<file path="config.mk">
export PLATFORM = sky130hd
export DESIGN_NAME = blocking_message_queue_flat
export DESIGN_NICKNAME = d
export VERILOG_FILES = /design/src/hdl/bmq_pkg.sv /design/src/hdl/bmq_req_if.sv /design/src/hdl/bmq_rsp_if.sv /design/src/hdl/bmq_ram.sv /design/src/hdl/blocking_message_queue.sv /design/src/flat_wrapper.sv
export VERILOG_INCLUDE_DIRS = /design/src /design/src/hdl
export SDC_FILE = /design/constraint.sdc
export NUM_CORES = 1
export LEC_CHECK = 0
export BUFFER_PORTS_ARGS = -buffer_cell sky130_fd_sc_hd__buf_4
export CAP_MARGIN = 20
export CORE_MARGIN = 2
export CORE_UTILIZATION = 34
export CTS_CLUSTER_SIZE = 10
export DETAILED_ROUTE_END_ITERATION = 10
export GPL_TIMING_DRIVEN = 0
export HOLD_SLACK_MARGIN = 0.12
export PLACE_DENSITY = 0.58
export SETUP_SLACK_MARGIN = 0.15
export SLEW_MARGIN = 20
export SYNTH_ARGS = -nofsm -noshare
export SYNTH_HDL_FRONTEND = slang
export SYNTH_SLANG_ARGS = --single-unit
export TNS_END_PERCENT = 10
</file>
<file path="constraint.sdc">
create_clock -name clk_i -period 4 [get_ports clk_i]
set_input_delay 0.2 -clock clk_i [delete_from_list [all_inputs] [get_ports clk_i]]
set_output_delay 0.2 -clock clk_i [all_outputs]
set_load 0.01 [all_outputs]
</file>
<file path="src/hdl/assert_macros.svh">
// Assertion helpers shared by the RTL. Both macros compile to nothing in synthesis.
`ifndef ASSERT_MACROS_SVH
`define ASSERT_MACROS_SVH

`ifndef SYNTHESIS

// Checked on every rising edge while reset is released.
`define BMQ_ASSERT(label, clk, rst_n, prop) \
  label: assert property (@(posedge clk) disable iff (!rst_n) (prop)) \
    else $error("bmq assertion failed");

// Checked on every rising edge, reset included.
`define BMQ_ASSERT_ALWAYS(label, clk, prop) \
  label: assert property (@(posedge clk) (prop)) \
    else $error("bmq assertion failed");

`else

`define BMQ_ASSERT(label, clk, rst_n, prop)

`define BMQ_ASSERT_ALWAYS(label, clk, prop)

`endif

`endif

</file>
<file path="src/hdl/bmq_pkg.sv">
package bmq_pkg;

  localparam int unsigned WORD_W = 64;
  localparam int unsigned TASK_W = 4;
  localparam int unsigned FILL_W = 3;

  typedef enum logic {
    OP_SEND = 1'b0,
    OP_RECV = 1'b1
  } opcode_e;

  typedef struct packed {
    opcode_e             opcode;
    logic [WORD_W-1:0]   send_word;
    logic [TASK_W-1:0]   caller_task;
  } req_t;

  typedef struct packed {
    logic                completed;
    logic [WORD_W-1:0]   recv_word;
    logic                wake_valid;
    logic [TASK_W-1:0]   wake_task;
    logic [FILL_W-1:0]   fill_level;
  } rsp_t;

endpackage

</file>
<file path="src/hdl/bmq_req_if.sv">
interface bmq_req_if;
  logic          valid;
  logic          ready;
  bmq_pkg::req_t data;

  modport source (output valid, output data, input ready);
  modport sink   (input valid, input data, output ready);
endinterface

</file>
<file path="src/hdl/bmq_rsp_if.sv">
interface bmq_rsp_if;
  logic          valid;
  logic          ready;
  bmq_pkg::rsp_t data;

  modport source (output valid, output data, input ready);
  modport sink   (input valid, input data, output ready);
endinterface

</file>
<file path="src/hdl/bmq_ram.sv">
module bmq_ram #(
  parameter int unsigned WIDTH = 64,
  parameter int unsigned DEPTH = 4
) (
  input  logic                                         clk_i,
  input  logic                                         we_i,
  input  logic [((DEPTH > 1) ? $clog2(DEPTH) : 1)-1:0] waddr_i,
  input  logic [WIDTH-1:0]                             wdata_i,
  input  logic                                         re_i,
  input  logic [((DEPTH > 1) ? $clog2(DEPTH) : 1)-1:0] raddr_i,
  output logic [WIDTH-1:0]                             rdata_o
);

  logic [WIDTH-1:0] mem_q [DEPTH];
  logic [WIDTH-1:0] rdata_q;

  always_ff @(posedge clk_i) begin
    if (we_i) begin
      mem_q[waddr_i] <= wdata_i;
    end
    if (re_i) begin
      rdata_q <= mem_q[raddr_i];
    end
  end

  assign rdata_o = rdata_q;

endmodule

</file>
<file path="src/hdl/blocking_message_queue.sv">
// Hardware mailbox on a ring of QUEUE_DEPTH 64-bit words. Every request on req_i
// is a send or a receive and produces exactly one transaction on rsp_o. A send to
// a ring that is not full stores the word; a receive from a ring that is not empty
// returns the oldest word. A request that cannot complete returns completed = 0
// and records the caller as the single waiter of its kind, replacing any earlier
// one; a later completed operation of the opposite kind reports that waiter on
// wake_task. It takes one request per cycle while rsp_o is not stalled and returns
// its result in the cycle after acceptance; the received word comes straight from
// the registered read port of the ring memory, which is only read again when the
// next request is accepted, so the result holds while rsp_o is stalled.
`include "assert_macros.svh"

module blocking_message_queue #(
  parameter int unsigned QUEUE_DEPTH = 4
) (
  input  logic      clk_i,
  input  logic      rst_ni,
  bmq_req_if.sink   req_i,
  bmq_rsp_if.source rsp_o
);

  localparam int unsigned PTR_W = (QUEUE_DEPTH > 1) ? $clog2(QUEUE_DEPTH) : 1;
  localparam int unsigned OCC_W = $clog2(QUEUE_DEPTH + 1);
  localparam logic [PTR_W-1:0] PTR_LAST = PTR_W'(QUEUE_DEPTH - 1);
  localparam logic [OCC_W-1:0] OCC_FULL = OCC_W'(QUEUE_DEPTH);

  logic [PTR_W-1:0] rd_ptr_q, rd_ptr_d;
  logic [PTR_W-1:0] wr_ptr_q, wr_ptr_d;
  logic [OCC_W-1:0] occ_q, occ_d;
  logic             snd_wait_q, snd_wait_d;
  logic [bmq_pkg::TASK_W-1:0] snd_id_q, snd_id_d;
  logic             rcv_wait_q, rcv_wait_d;
  logic [bmq_pkg::TASK_W-1:0] rcv_id_q, rcv_id_d;

  logic out_valid_q, out_valid_d;
  logic done_q, done_d;
  logic recv_sel_q, recv_sel_d;
  logic wake_q, wake_d;
  logic [bmq_pkg::TASK_W-1:0] wake_task_q, wake_task_d;
  logic [bmq_pkg::FILL_W-1:0] fill_q, fill_d;

  logic accept;
  logic is_send;
  logic send_ok;
  logic recv_ok;
  logic [bmq_pkg::WORD_W-1:0] ram_rdata;

  assign req_i.ready = !out_valid_q || rsp_o.ready;
  assign accept      = req_i.valid && req_i.ready;
  assign is_send     = (req_i.data.opcode == bmq_pkg::OP_SEND);
  assign send_ok     = is_send && (occ_q != OCC_FULL);
  assign recv_ok     = !is_send && (occ_q != '0);

  always_comb begin
    rd_ptr_d    = rd_ptr_q;
    wr_ptr_d    = wr_ptr_q;
    occ_d       = occ_q;
    snd_wait_d  = snd_wait_q;
    snd_id_d    = snd_id_q;
    rcv_wait_d  = rcv_wait_q;
    rcv_id_d    = rcv_id_q;
    done_d      = 1'b0;
    recv_sel_d  = 1'b0;
    wake_d      = 1'b0;
    wake_task_d = '0;
    if (send_ok) begin
      wr_ptr_d = (wr_ptr_q == PTR_LAST) ? '0 : wr_ptr_q + 1'b1;
      occ_d    = occ_q + 1'b1;
      done_d   = 1'b1;
      if (rcv_wait_q) begin
        rcv_wait_d  = 1'b0;
        wake_d      = 1'b1;
        wake_task_d = rcv_id_q;
      end
    end else if (recv_ok) begin
      rd_ptr_d   = (rd_ptr_q == PTR_LAST) ? '0 : rd_ptr_q + 1'b1;
      occ_d      = occ_q - 1'b1;
      done_d     = 1'b1;
      recv_sel_d = 1'b1;
      if (snd_wait_q) begin
        snd_wait_d  = 1'b0;
        wake_d      = 1'b1;
        wake_task_d = snd_id_q;
      end
    end else if (is_send) begin
      snd_wait_d = 1'b1;
      snd_id_d   = req_i.data.caller_task;
    end else begin
      rcv_wait_d = 1'b1;
      rcv_id_d   = req_i.data.caller_task;
    end
    fill_d = bmq_pkg::FILL_W'(occ_d);
  end

  always_comb begin
    if (accept) begin
      out_valid_d = 1'b1;
    end else if (rsp_o.ready) begin
      out_valid_d = 1'b0;
    end else begin
      out_valid_d = out_valid_q;
    end
  end

  always_ff @(posedge clk_i or negedge rst_ni) begin
    if (!rst_ni) begin
      rd_ptr_q    <= '0;
      wr_ptr_q    <= '0;
      occ_q       <= '0;
      snd_wait_q  <= 1'b0;
      snd_id_q    <= '0;
      rcv_wait_q  <= 1'b0;
      rcv_id_q    <= '0;
      out_valid_q <= 1'b0;
    end else begin
      out_valid_q <= out_valid_d;
      if (accept) begin
        rd_ptr_q   <= rd_ptr_d;
        wr_ptr_q   <= wr_ptr_d;
        occ_q      <= occ_d;
        snd_wait_q <= snd_wait_d;
        snd_id_q   <= snd_id_d;
        rcv_wait_q <= rcv_wait_d;
        rcv_id_q   <= rcv_id_d;
      end
    end
  end

  always_ff @(posedge clk_i) begin
    if (accept) begin
      done_q      <= done_d;
      recv_sel_q  <= recv_sel_d;
      wake_q      <= wake_d;
      wake_task_q <= wake_task_d;
      fill_q      <= fill_d;
    end
  end

  // The read is issued only for a completed receive, so the read register keeps
  // the dequeued word until the next transaction is accepted.
  bmq_ram #(
    .WIDTH (bmq_pkg::WORD_W),
    .DEPTH (QUEUE_DEPTH)
  ) u_ring (
    .clk_i   (clk_i),
    .we_i    (accept && send_ok),
    .waddr_i (wr_ptr_q),
    .wdata_i (req_i.data.send_word),
    .re_i    (accept && recv_ok),
    .raddr_i (rd_ptr_q),
    .rdata_o (ram_rdata)
  );

  assign rsp_o.valid           = out_valid_q;
  assign rsp_o.data.completed  = done_q;
  assign rsp_o.data.recv_word  = recv_sel_q ? ram_rdata : '0;
  assign rsp_o.data.wake_valid = wake_q;
  assign rsp_o.data.wake_task  = wake_task_q;
  assign rsp_o.data.fill_level = fill_q;

  `BMQ_ASSERT(a_occ_bound, clk_i, rst_ni, occ_q <= OCC_FULL)
  `BMQ_ASSERT(a_snd_wait_full, clk_i, rst_ni, snd_wait_q |-> (occ_q == OCC_FULL))
  `BMQ_ASSERT(a_rcv_wait_empty, clk_i, rst_ni, rcv_wait_q |-> (occ_q == '0))
  `BMQ_ASSERT(a_block_records, clk_i, rst_ni, (accept && !send_ok && !recv_ok) |=> (snd_wait_q || rcv_wait_q))
  `BMQ_ASSERT(a_wake_done, clk_i, rst_ni, (out_valid_q && wake_q) |-> done_q)

endmodule

</file>
<file path="src/flat_wrapper.sv">
// flat-port wrapper written by rule: the top's interface ports become plain ports
module blocking_message_queue_flat 
#(
  parameter int unsigned QUEUE_DEPTH = 4
)
  (clk_i, rst_ni, req_i_valid, req_i_data, req_i_ready, rsp_o_valid, rsp_o_data, rsp_o_ready);
  bmq_req_if req_i_i ();
  bmq_rsp_if rsp_o_i ();
  input  logic clk_i;
  input  logic rst_ni;
  input wire logic [$bits(req_i_i.valid)-1:0] req_i_valid;
  input wire logic [$bits(req_i_i.data)-1:0] req_i_data;
  output wire logic [$bits(req_i_i.ready)-1:0] req_i_ready;
  output wire logic [$bits(rsp_o_i.valid)-1:0] rsp_o_valid;
  output wire logic [$bits(rsp_o_i.data)-1:0] rsp_o_data;
  input wire logic [$bits(rsp_o_i.ready)-1:0] rsp_o_ready;
  assign req_i_i.valid = req_i_valid;
  assign req_i_i.data = req_i_data;
  assign req_i_ready = req_i_i.ready;
  assign rsp_o_valid = rsp_o_i.valid;
  assign rsp_o_data = rsp_o_i.data;
  assign rsp_o_i.ready = rsp_o_ready;
  blocking_message_queue #(.QUEUE_DEPTH(QUEUE_DEPTH)) u_core (.clk_i(clk_i), .rst_ni(rst_ni), .req_i(req_i_i), .rsp_o(rsp_o_i));
endmodule
</file>
---- Word-level counts from Yosys, hierarchy flattened ----
Memories as Yosys holds them, arrays and structs flattened. A register that Yosys moved wholly into a read port is not among the register bits.
Cells that the tools add are included.
word-level totals
  input port bits ......................... 73
  flip-flop bits (word level) ............. 28
  memory bits (writable) .................. 256
  memories kept ........................... 1
  output and inout port bits .............. 75
  logic and storage cells ................. 65
cells by class
  mux-type cells .......................... 23
  reduce and logical (&&, ||, !) cells .... 16
  bitwise gates (word level) .............. 3
  add/subtract/negate cells ............... 4
  equal/unequal tests ..................... 5
memory list
  memory               depth  width  read ports  clocked after Yosys merged registers in  wr ports  RTL line       source
  u_core.u_ring.mem_q  4      64     1           1                                        1         bmq_ram.sv:14  logic [WIDTH-1:0] mem_q [DEPTH];
operators by type and width
  cell                                                                     count
  64-bit two-way mux                                                       1
  4-bit two-way mux                                                        4
  1-bit two-way mux                                                        14
  3-bit AND reduction                                                      3
  4-bit AND reduction                                                      2
  3-bit two-way mux                                                        2
  1-bit logical AND                                                        5
  2-bit by 1-bit adder with 2-bit output, second input constant            2
  2-bit == test, second input constant                                     2
  2-bit two-way mux                                                        2
  2-bit by 1-bit inequality test with 1-bit output, second input constant  2
  2-bit nonzero test                                                       2
  3-bit by 1-bit adder with 3-bit output, second input constant            1
  3-bit inequality test, second input constant                             1
  1-bit NOT                                                                3
  3-bit nonzero test                                                       1
  3-bit by 1-bit subtractor with 3-bit output, second input constant       1
  2-bit AND reduction                                                      1
  1-bit logical NOT                                                        1
  1-bit logical OR                                                         1

---- Longest topological paths before layout ----
  depth in word-level cells ............... 6
  gate-level depth with buffers ........... 7

---- Hierarchy ----
Synthesis repeated with hierarchy kept, for this count alone.
second synthesis, totals
  cell total of the unflattened synthesis .. 584
  area total of the unflattened synthesis .. 13100.1 um^2
by module, submodules not included
  module                  area each (um^2)  cells each  instances  seq. area each (um^2)
  bmq_ram                 11263.3           402         1          9609.2
  blocking_message_queue  1836.8            182         1          750.7

---- Worst setup path before layout ----
No wires, ideal clock.
  path kind ............................... register -> register
  from .................................... register u_core.occ_q[0]
  to ...................................... memory u_core.u_ring.mem_q[0][0], enable pin
  period minus slack after synthesis ...... 3.099 ns
  path buffers ............................ 1
  cell stages (with the launch flop) ...... 7
  arrival time ............................ 2.670 ns
  required time ........................... 3.571 ns
  slack ................................... 0.901 ns
  setup time .............................. 0.429 ns
  cells stage by stage .................... dfrtp_1 inv_1 ha_1 buf_2 a21oi_1 and3_1 and2_1
between the ends
  word-level cells in the longest chain between the ends .. 5
RTL lines
  what                                     RTL line                       source
  start: declaration                       blocking_message_queue.sv:29   logic [OCC_W-1:0] occ_q, occ_d;
  start signal: assignment                 blocking_message_queue.sv:109  occ_q <= '0;
  start signal: assignment                 blocking_message_queue.sv:120  occ_q <= occ_d;
  3-bit inequality test                    blocking_message_queue.sv:51   assign send_ok = is_send && (occ_q != OCC_FULL);
  1-bit logical AND                        blocking_message_queue.sv:51
  1-bit logical AND                        blocking_message_queue.sv:146  .we_i (accept && send_ok),
  1-bit two-way mux                        bmq_ram.sv:18                  if (we_i) begin
  1-bit two-way mux (not written as such)  bmq_ram.sv:19                  mem_q[waddr_i] <= wdata_i;
  end: declaration                         bmq_ram.sv:14
Every way passes these cells.

---- Final worst setup path ----
  from .................................... register u_core.recv_sel_q
  to ...................................... output port rsp_o_data[69]
between the ends
  word-level cells in the longest chain between the ends .. 1
RTL lines
  what                      RTL line                       source
  start: declaration        blocking_message_queue.sv:37   logic recv_sel_q, recv_sel_d;
  start signal: assignment  blocking_message_queue.sv:132  recv_sel_q <= recv_sel_d;
  64-bit two-way mux        blocking_message_queue.sv:156  assign rsp_o.data.recv_word = recv_sel_q ? ram_rdata : '0;
  end: declaration          flat_wrapper.sv:15             output wire logic [$bits(rsp_o_i.data)-1:0] rsp_o_data;
Every way passes these cells.

==> report_table.html <==
<table>
<tr><th>Metric</th><th>Value</th></tr>
<tr><th colspan="2">Outcome</th></tr>
<tr><td>Result of the run</td><td>finished, final reports clean</td></tr>
<tr><th colspan="2">Setup path</th></tr>
<tr><td>Critical path startpoint category</td><td>register</td></tr>
<tr><td>Crit Path Class</td><td>reg -&gt; out</td></tr>
<tr><td>Maximum fanout count along the critical path</td><td>10</td></tr>
<tr><td>Data arrival time of the critical path</td><td>around 2.5 ns</td></tr>
<tr><td>Slowest cell on crit path</td><td>sky130_fd_sc_hd__clkbuf_1</td></tr>
<tr><td>Crit-path most repeated cell</td><td>sky130_fd_sc_hd__clkbuf_1</td></tr>
<tr><td>Crit path cell chain</td><td>clkbuf_1 -&gt; clkbuf_1 -&gt; and2_1 -&gt; buf_4</td></tr>
<tr><td>Crit path required time</td><td>~3.8 ns</td></tr>
<tr><td>Longest individual stage delay on the worst path</td><td>slightly above 0.8 ns</td></tr>
<tr><td>Endpoint kind of the worst setup timing path</td><td>primary output</td></tr>
<tr><th colspan="2">CTS</th></tr>
<tr><td>Post-cts repair resize count</td><td>0</td></tr>
<tr><td>Number of clock sinks</td><td>about 350</td></tr>
<tr><td>Number of buffers created by CTS</td><td>41</td></tr>
<tr><td>Clk slew on worst S/H paths</td><td>roughly 0.05 ns</td></tr>
<tr><td>Depth of the CTS H-tree</td><td>2</td></tr>
<tr><td>Clock root cell</td><td>sky130_fd_sc_hd__clkbuf_16</td></tr>
<tr><td>CTS tree</td><td>yes</td></tr>
<tr><td>Max clock buf depth</td><td>3</td></tr>
<tr><td>Number of hold buffers added after CTS</td><td>between 70 and 80</td></tr>
<tr><td>Worst skew pair latency</td><td>approximately 0.53 ns</td></tr>
<tr><td>Post-CTS Repair Setup Buffers</td><td>0</td></tr>
<tr><th colspan="2">Timing</th></tr>
<tr><td>Worst-case clock skew</td><td>between 0.01 and 0.015 ns</td></tr>
<tr><td>Final Hold Fails</td><td>0</td></tr>
<tr><td>Setup TNS Final</td><td>0 ns</td></tr>
<tr><td>Minimum clock period</td><td>~2.7 ns</td></tr>
<tr><td>Max Clk Rate</td><td>~0.37 GHz</td></tr>
<tr><td>Worst slew pin tran</td><td>between 1 and 1.5 ns</td></tr>
<tr><td>Period utilisation layout</td><td>0.6699</td></tr>
<tr><td>Final max-slew violation count</td><td>0</td></tr>
<tr><td>Setup-violating endpoint count in the final report</td><td>0</td></tr>
<tr><td>Max-slew headroom</td><td>0.2680</td></tr>
<tr><td>Unrepaired setup endpoints after global routing</td><td>no</td></tr>
<tr><th colspan="2">Yosys</th></tr>
<tr><td>Share of synthesized area occupied by flip-flops and latches</td><td>0.7998</td></tr>
<tr><td>Instance count of the mapped netlist</td><td>about 590</td></tr>
<tr><td>Synth Flop Type</td><td>sky130_fd_sc_hd__edfxtp_1</td></tr>
<tr><td>Area share of the largest cell type after synthesis</td><td>0.7651</td></tr>
<tr><td>Syn nets</td><td>about 670</td></tr>
<tr><td>Post-Syn Area per Cell</td><td>around 22 um2</td></tr>
<tr><td>Yosys reg bits</td><td>348</td></tr>
<tr><td>FFs w/ async S/R, synth</td><td>0.05172</td></tr>
<tr><td>Cell area after technology mapping</td><td>0.01295 mm2</td></tr>
<tr><td>Number of enable flip-flop cells after synthesis</td><td>between 300 and 400</td></tr>
<tr><td>Top cells by area in the synthesized netlist</td><td>sky130_fd_sc_hd__edfxtp_1 77%, sky130_fd_sc_hd__mux4_2 11%, sky130_fd_sc_hd__dfrtp_1 3.5%</td></tr>
<tr><td>Count of different cell masters after synthesis</td><td>36</td></tr>
<tr><td>Cell taking the most area after synthesis</td><td>sky130_fd_sc_hd__edfxtp_1</td></tr>
<tr><td>Ys Warns</td><td>0</td></tr>
<tr><th colspan="2">Pwr</th></tr>
<tr><td>Leak</td><td>5.832 nW</td></tr>
<tr><td>VDD IR-drop max</td><td>315.1 uV</td></tr>
<tr><td>Power density over cell area</td><td>~600 mW/mm2</td></tr>
<tr><th colspan="2">Routing</th></tr>
<tr><td>Remaining antenna violation count after routing</td><td>0</td></tr>
<tr><td>DRC violation count after routing</td><td>0</td></tr>
<tr><td>Number of vias after detailed routing</td><td>6267</td></tr>
<tr><td>DRT Wirelength</td><td>approximately 26 mm</td></tr>
<tr><td>First-iteration detailed-routing DRC count</td><td>~240</td></tr>
<tr><td>Wire per inst</td><td>approximately 19 um</td></tr>
<tr><td>DRT Pass-1 Iters</td><td>4</td></tr>
<tr><td>Vias/cell</td><td>between 4 and 5</td></tr>
<tr><th colspan="2">Finish</th></tr>
<tr><td>Most common cell after layout, fill and taps aside</td><td>sky130_fd_sc_hd__edfxtp_1</td></tr>
<tr><td>Flip-flop and latch area</td><td>roughly 0.010 mm2</td></tr>
<tr><td>Post-layout instance area</td><td>roughly 0.017 mm2</td></tr>
<tr><td>Net count, final</td><td>between 900 and 1000</td></tr>
<tr><td>Area growth, synth to finish</td><td>29.06%</td></tr>
<tr><td># fillers</td><td>3263</td></tr>
<tr><td>Area taken by multi-input logic gates</td><td>roughly 0.0024 mm2</td></tr>
<tr><td>Most frequent cells in the layout</td><td>330 x sky130_fd_sc_hd__edfxtp_1, 149 x sky130_fd_sc_hd__buf_4, 72 x sky130_fd_sc_hd__dlygate4sd3_1</td></tr>
<tr><td>Share of post-route cells with drive strength above 1</td><td>0.3434</td></tr>
<tr><th colspan="2">Floorplan</th></tr>
<tr><td>Core area</td><td>around 0.038 mm2</td></tr>
<tr><td>Die width</td><td>between 150 and 200 um</td></tr>
<tr><td>Count of pins on the block boundary</td><td>148</td></tr>
<tr><td>Die area</td><td>slightly below 0.04 mm2</td></tr>
<tr><td>Die Y</td><td>between 150 and 200 um</td></tr>
<tr><td>Number of core rows</td><td>just over 70</td></tr>
<tr><td>Starting Density</td><td>0.3447</td></tr>
<tr><th colspan="2">Global route</th></tr>
<tr><td>Number of global-route vias before repair</td><td>between 6000 and 7000</td></tr>
<tr><td>Congestion Overflow GR</td><td>0</td></tr>
<tr><td>Global-route usage over all layers</td><td>0.1325</td></tr>
<tr><td>Largest net degree at the start of global routing</td><td>43</td></tr>
<tr><td>Initial antenna violation count</td><td>1</td></tr>
<tr><td>First-pass GRT wire length</td><td>between 30 and 40 mm</td></tr>
<tr><th colspan="2">Placement</th></tr>
<tr><td>Quantity of I/O buffers inserted on ports</td><td>approximately 150</td></tr>
<tr><td>RePlAce Congestion</td><td>0.7392</td></tr>
<tr><td>Cell Area, Placed</td><td>0.01483 mm2</td></tr>
<tr><td>Half-perimeter wire length of the detailed placement result</td><td>about 15 mm</td></tr>
<tr><th colspan="2">Job</th></tr>
<tr><td>Max Cap Viol</td><td>0</td></tr>
<tr><th colspan="2">Hold path</th></tr>
<tr><td>Min-delay worst type</td><td>in -&gt; reg</td></tr>
</table>
## synth_stat cells, types with 2 or more instances
| master | n |
|---|---|
| sky130_fd_sc_hd__nor2b_1 | 2 |
| sky130_fd_sc_hd__mux2_2 | 8 |
| sky130_fd_sc_hd__nand3_1 | 5 |
| sky130_fd_sc_hd__a22o_1 | 5 |
| sky130_fd_sc_hd__a21oi_1 | 2 |
| sky130_fd_sc_hd__nand4_1 | 2 |
| sky130_fd_sc_hd__buf_1 | 3 |
| sky130_fd_sc_hd__nor2_1 | 4 |
| sky130_fd_sc_hd__mux2_4 | 4 |
| sky130_fd_sc_hd__ha_1 | 8 |
| sky130_fd_sc_hd__o21ai_0 | 2 |
| sky130_fd_sc_hd__and2_1 | 69 |
| sky130_fd_sc_hd__a211oi_1 | 2 |
| sky130_fd_sc_hd__clkbuf_1 | 11 |
| sky130_fd_sc_hd__edfxtp_1 | 330 |
| sky130_fd_sc_hd__buf_4 | 2 |
| sky130_fd_sc_hd__buf_2 | 10 |
| sky130_fd_sc_hd__inv_1 | 9 |
| sky130_fd_sc_hd__and3_1 | 2 |
| sky130_fd_sc_hd__xnor2_1 | 4 |
| sky130_fd_sc_hd__nand2_1 | 5 |
| sky130_fd_sc_hd__o31ai_1 | 2 |
| sky130_fd_sc_hd__dfrtp_1 | 18 |
| sky130_fd_sc_hd__mux4_2 | 64 |
## critical path, delay by kind of cell, from the launching register on
| kind | cells | cell delay (ns) |
|---|---|---|
| and+or+nand+nor | 1 | 0.26 |
| buffers and inverters | 3 | 1.36 |
| DFF | 1 | 0.32 |
## power by group
part / switching, mW / total (mW) / internal (mW)
sequential: 0.118 / 4.65 / 4.53
clock: 1.32 / 3.30 / 1.98
combinational: 1.03 / 2.12 / 1.09
total: 2.48 / 10.1 / 7.60
## flip-flops by register name, summed over array words and instances, names as in the netlist, 2 cells and up
signal,cells
u_core.u_ring.rdata_o,64
u_core.snd_id_q,4
u_core.rcv_id_q,4
u_core.wr_ptr_q,2
u_core.wake_task_q,4
u_core.u_ring.mem_q,256
u_core.occ_q,3
u_core.rd_ptr_q,2
u_core.fill_q,3
## layout make-up
| cell class | instances | share of cell area |
|---|---|---|
| tap | 511 | 0.03825 |
| buffer | 27 | 0.007710 |
| clock inverter | 2 | 0.0008234 |
| multi-input combinational | 200 | 0.1457 |
| inverter | 10 | 0.002395 |
| sequential | 348 | 0.6198 |
| timing repair buffer | 224 | 0.1165 |
| antenna | 1 | 0.0001497 |
| clock buffer | 54 | 0.06871 |
## logic make-up (layout without fill, tap and decap cells)
| family | after synthesis | after routing | share of synthesized area |
|---|---|---|---|
| flops | 348 | 348 | 0.7998 |
| simple gates | 94 | 94 | 0.04386 |
| mux | 76 | 76 | 0.1229 |
| buf+inv | 37 | 317 | 0.01285 |
| compound gates | 17 | 17 | 0.009467 |
| fa+ha+maj | 8 | 8 | 0.007728 |
| xor+xnor | 5 | 5 | 0.003381 |
| other cells | 0 | 1 | 0 |
## worst paths after layout
check / from / to / slack [ns] / depth (start not counted)
worst max-delay path: u_core.recv_sel_q / rsp_o_data[69] / 1.32 / 4
worst min-delay path: rsp_o_ready / u_core.snd_wait_q / 0.32 / 4
worst max register to register: u_core.occ_q[1] / u_core.u_ring.mem_q[2][40] / 1.50 / 7
worst min register to register: u_core.rcv_id_q[3] / u_core.rcv_id_q[3] / 0.51 / 1
max in group asynchronous: rst_ni / u_core.rd_ptr_q[0] / 2.57 / 3
min in group asynchronous: rst_ni / u_core.rcv_id_q[0] / 0.87 / 3
## through the flow
| stage | worst slack (ns) | hold WS, ns | power [mW] | cells | utilization |
|---|---|---|---|---|---|
| after global routing | 1.139 | 0.3434 | 10.57 | 1377 | 0.4448 |
| after CTS | 1.124 | 0.2828 | 10.28 | 1376 | 0.4448 |
| after detailed placement | 1.424 | 0.08702 | 6.867 | 1248 | 0.3947 |
| after floorplan | 0.9014 | -0.09559 | 6.145 | 585 | - |
| final | 1.320 | 0.3189 | 10.08 | 1377 | 0.4448 |
| after global placement | -0.8055 | 0.09061 | 6.834 | 1243 | 0.3911 |
## routing by layer
layer / vias to the layer above / track usage / share of wire
li1: 2868 / - / -
met1: 3234 / 0.1715 / 0.44
met2: 131 / 0.2249 / 0.50
met3: 34 / 0.02734 / 0.045
met4: 0 / 0.04035 / 0.019
met5: - / 0 / 0
No activity file was read; power rests on OpenSTA's default activity.
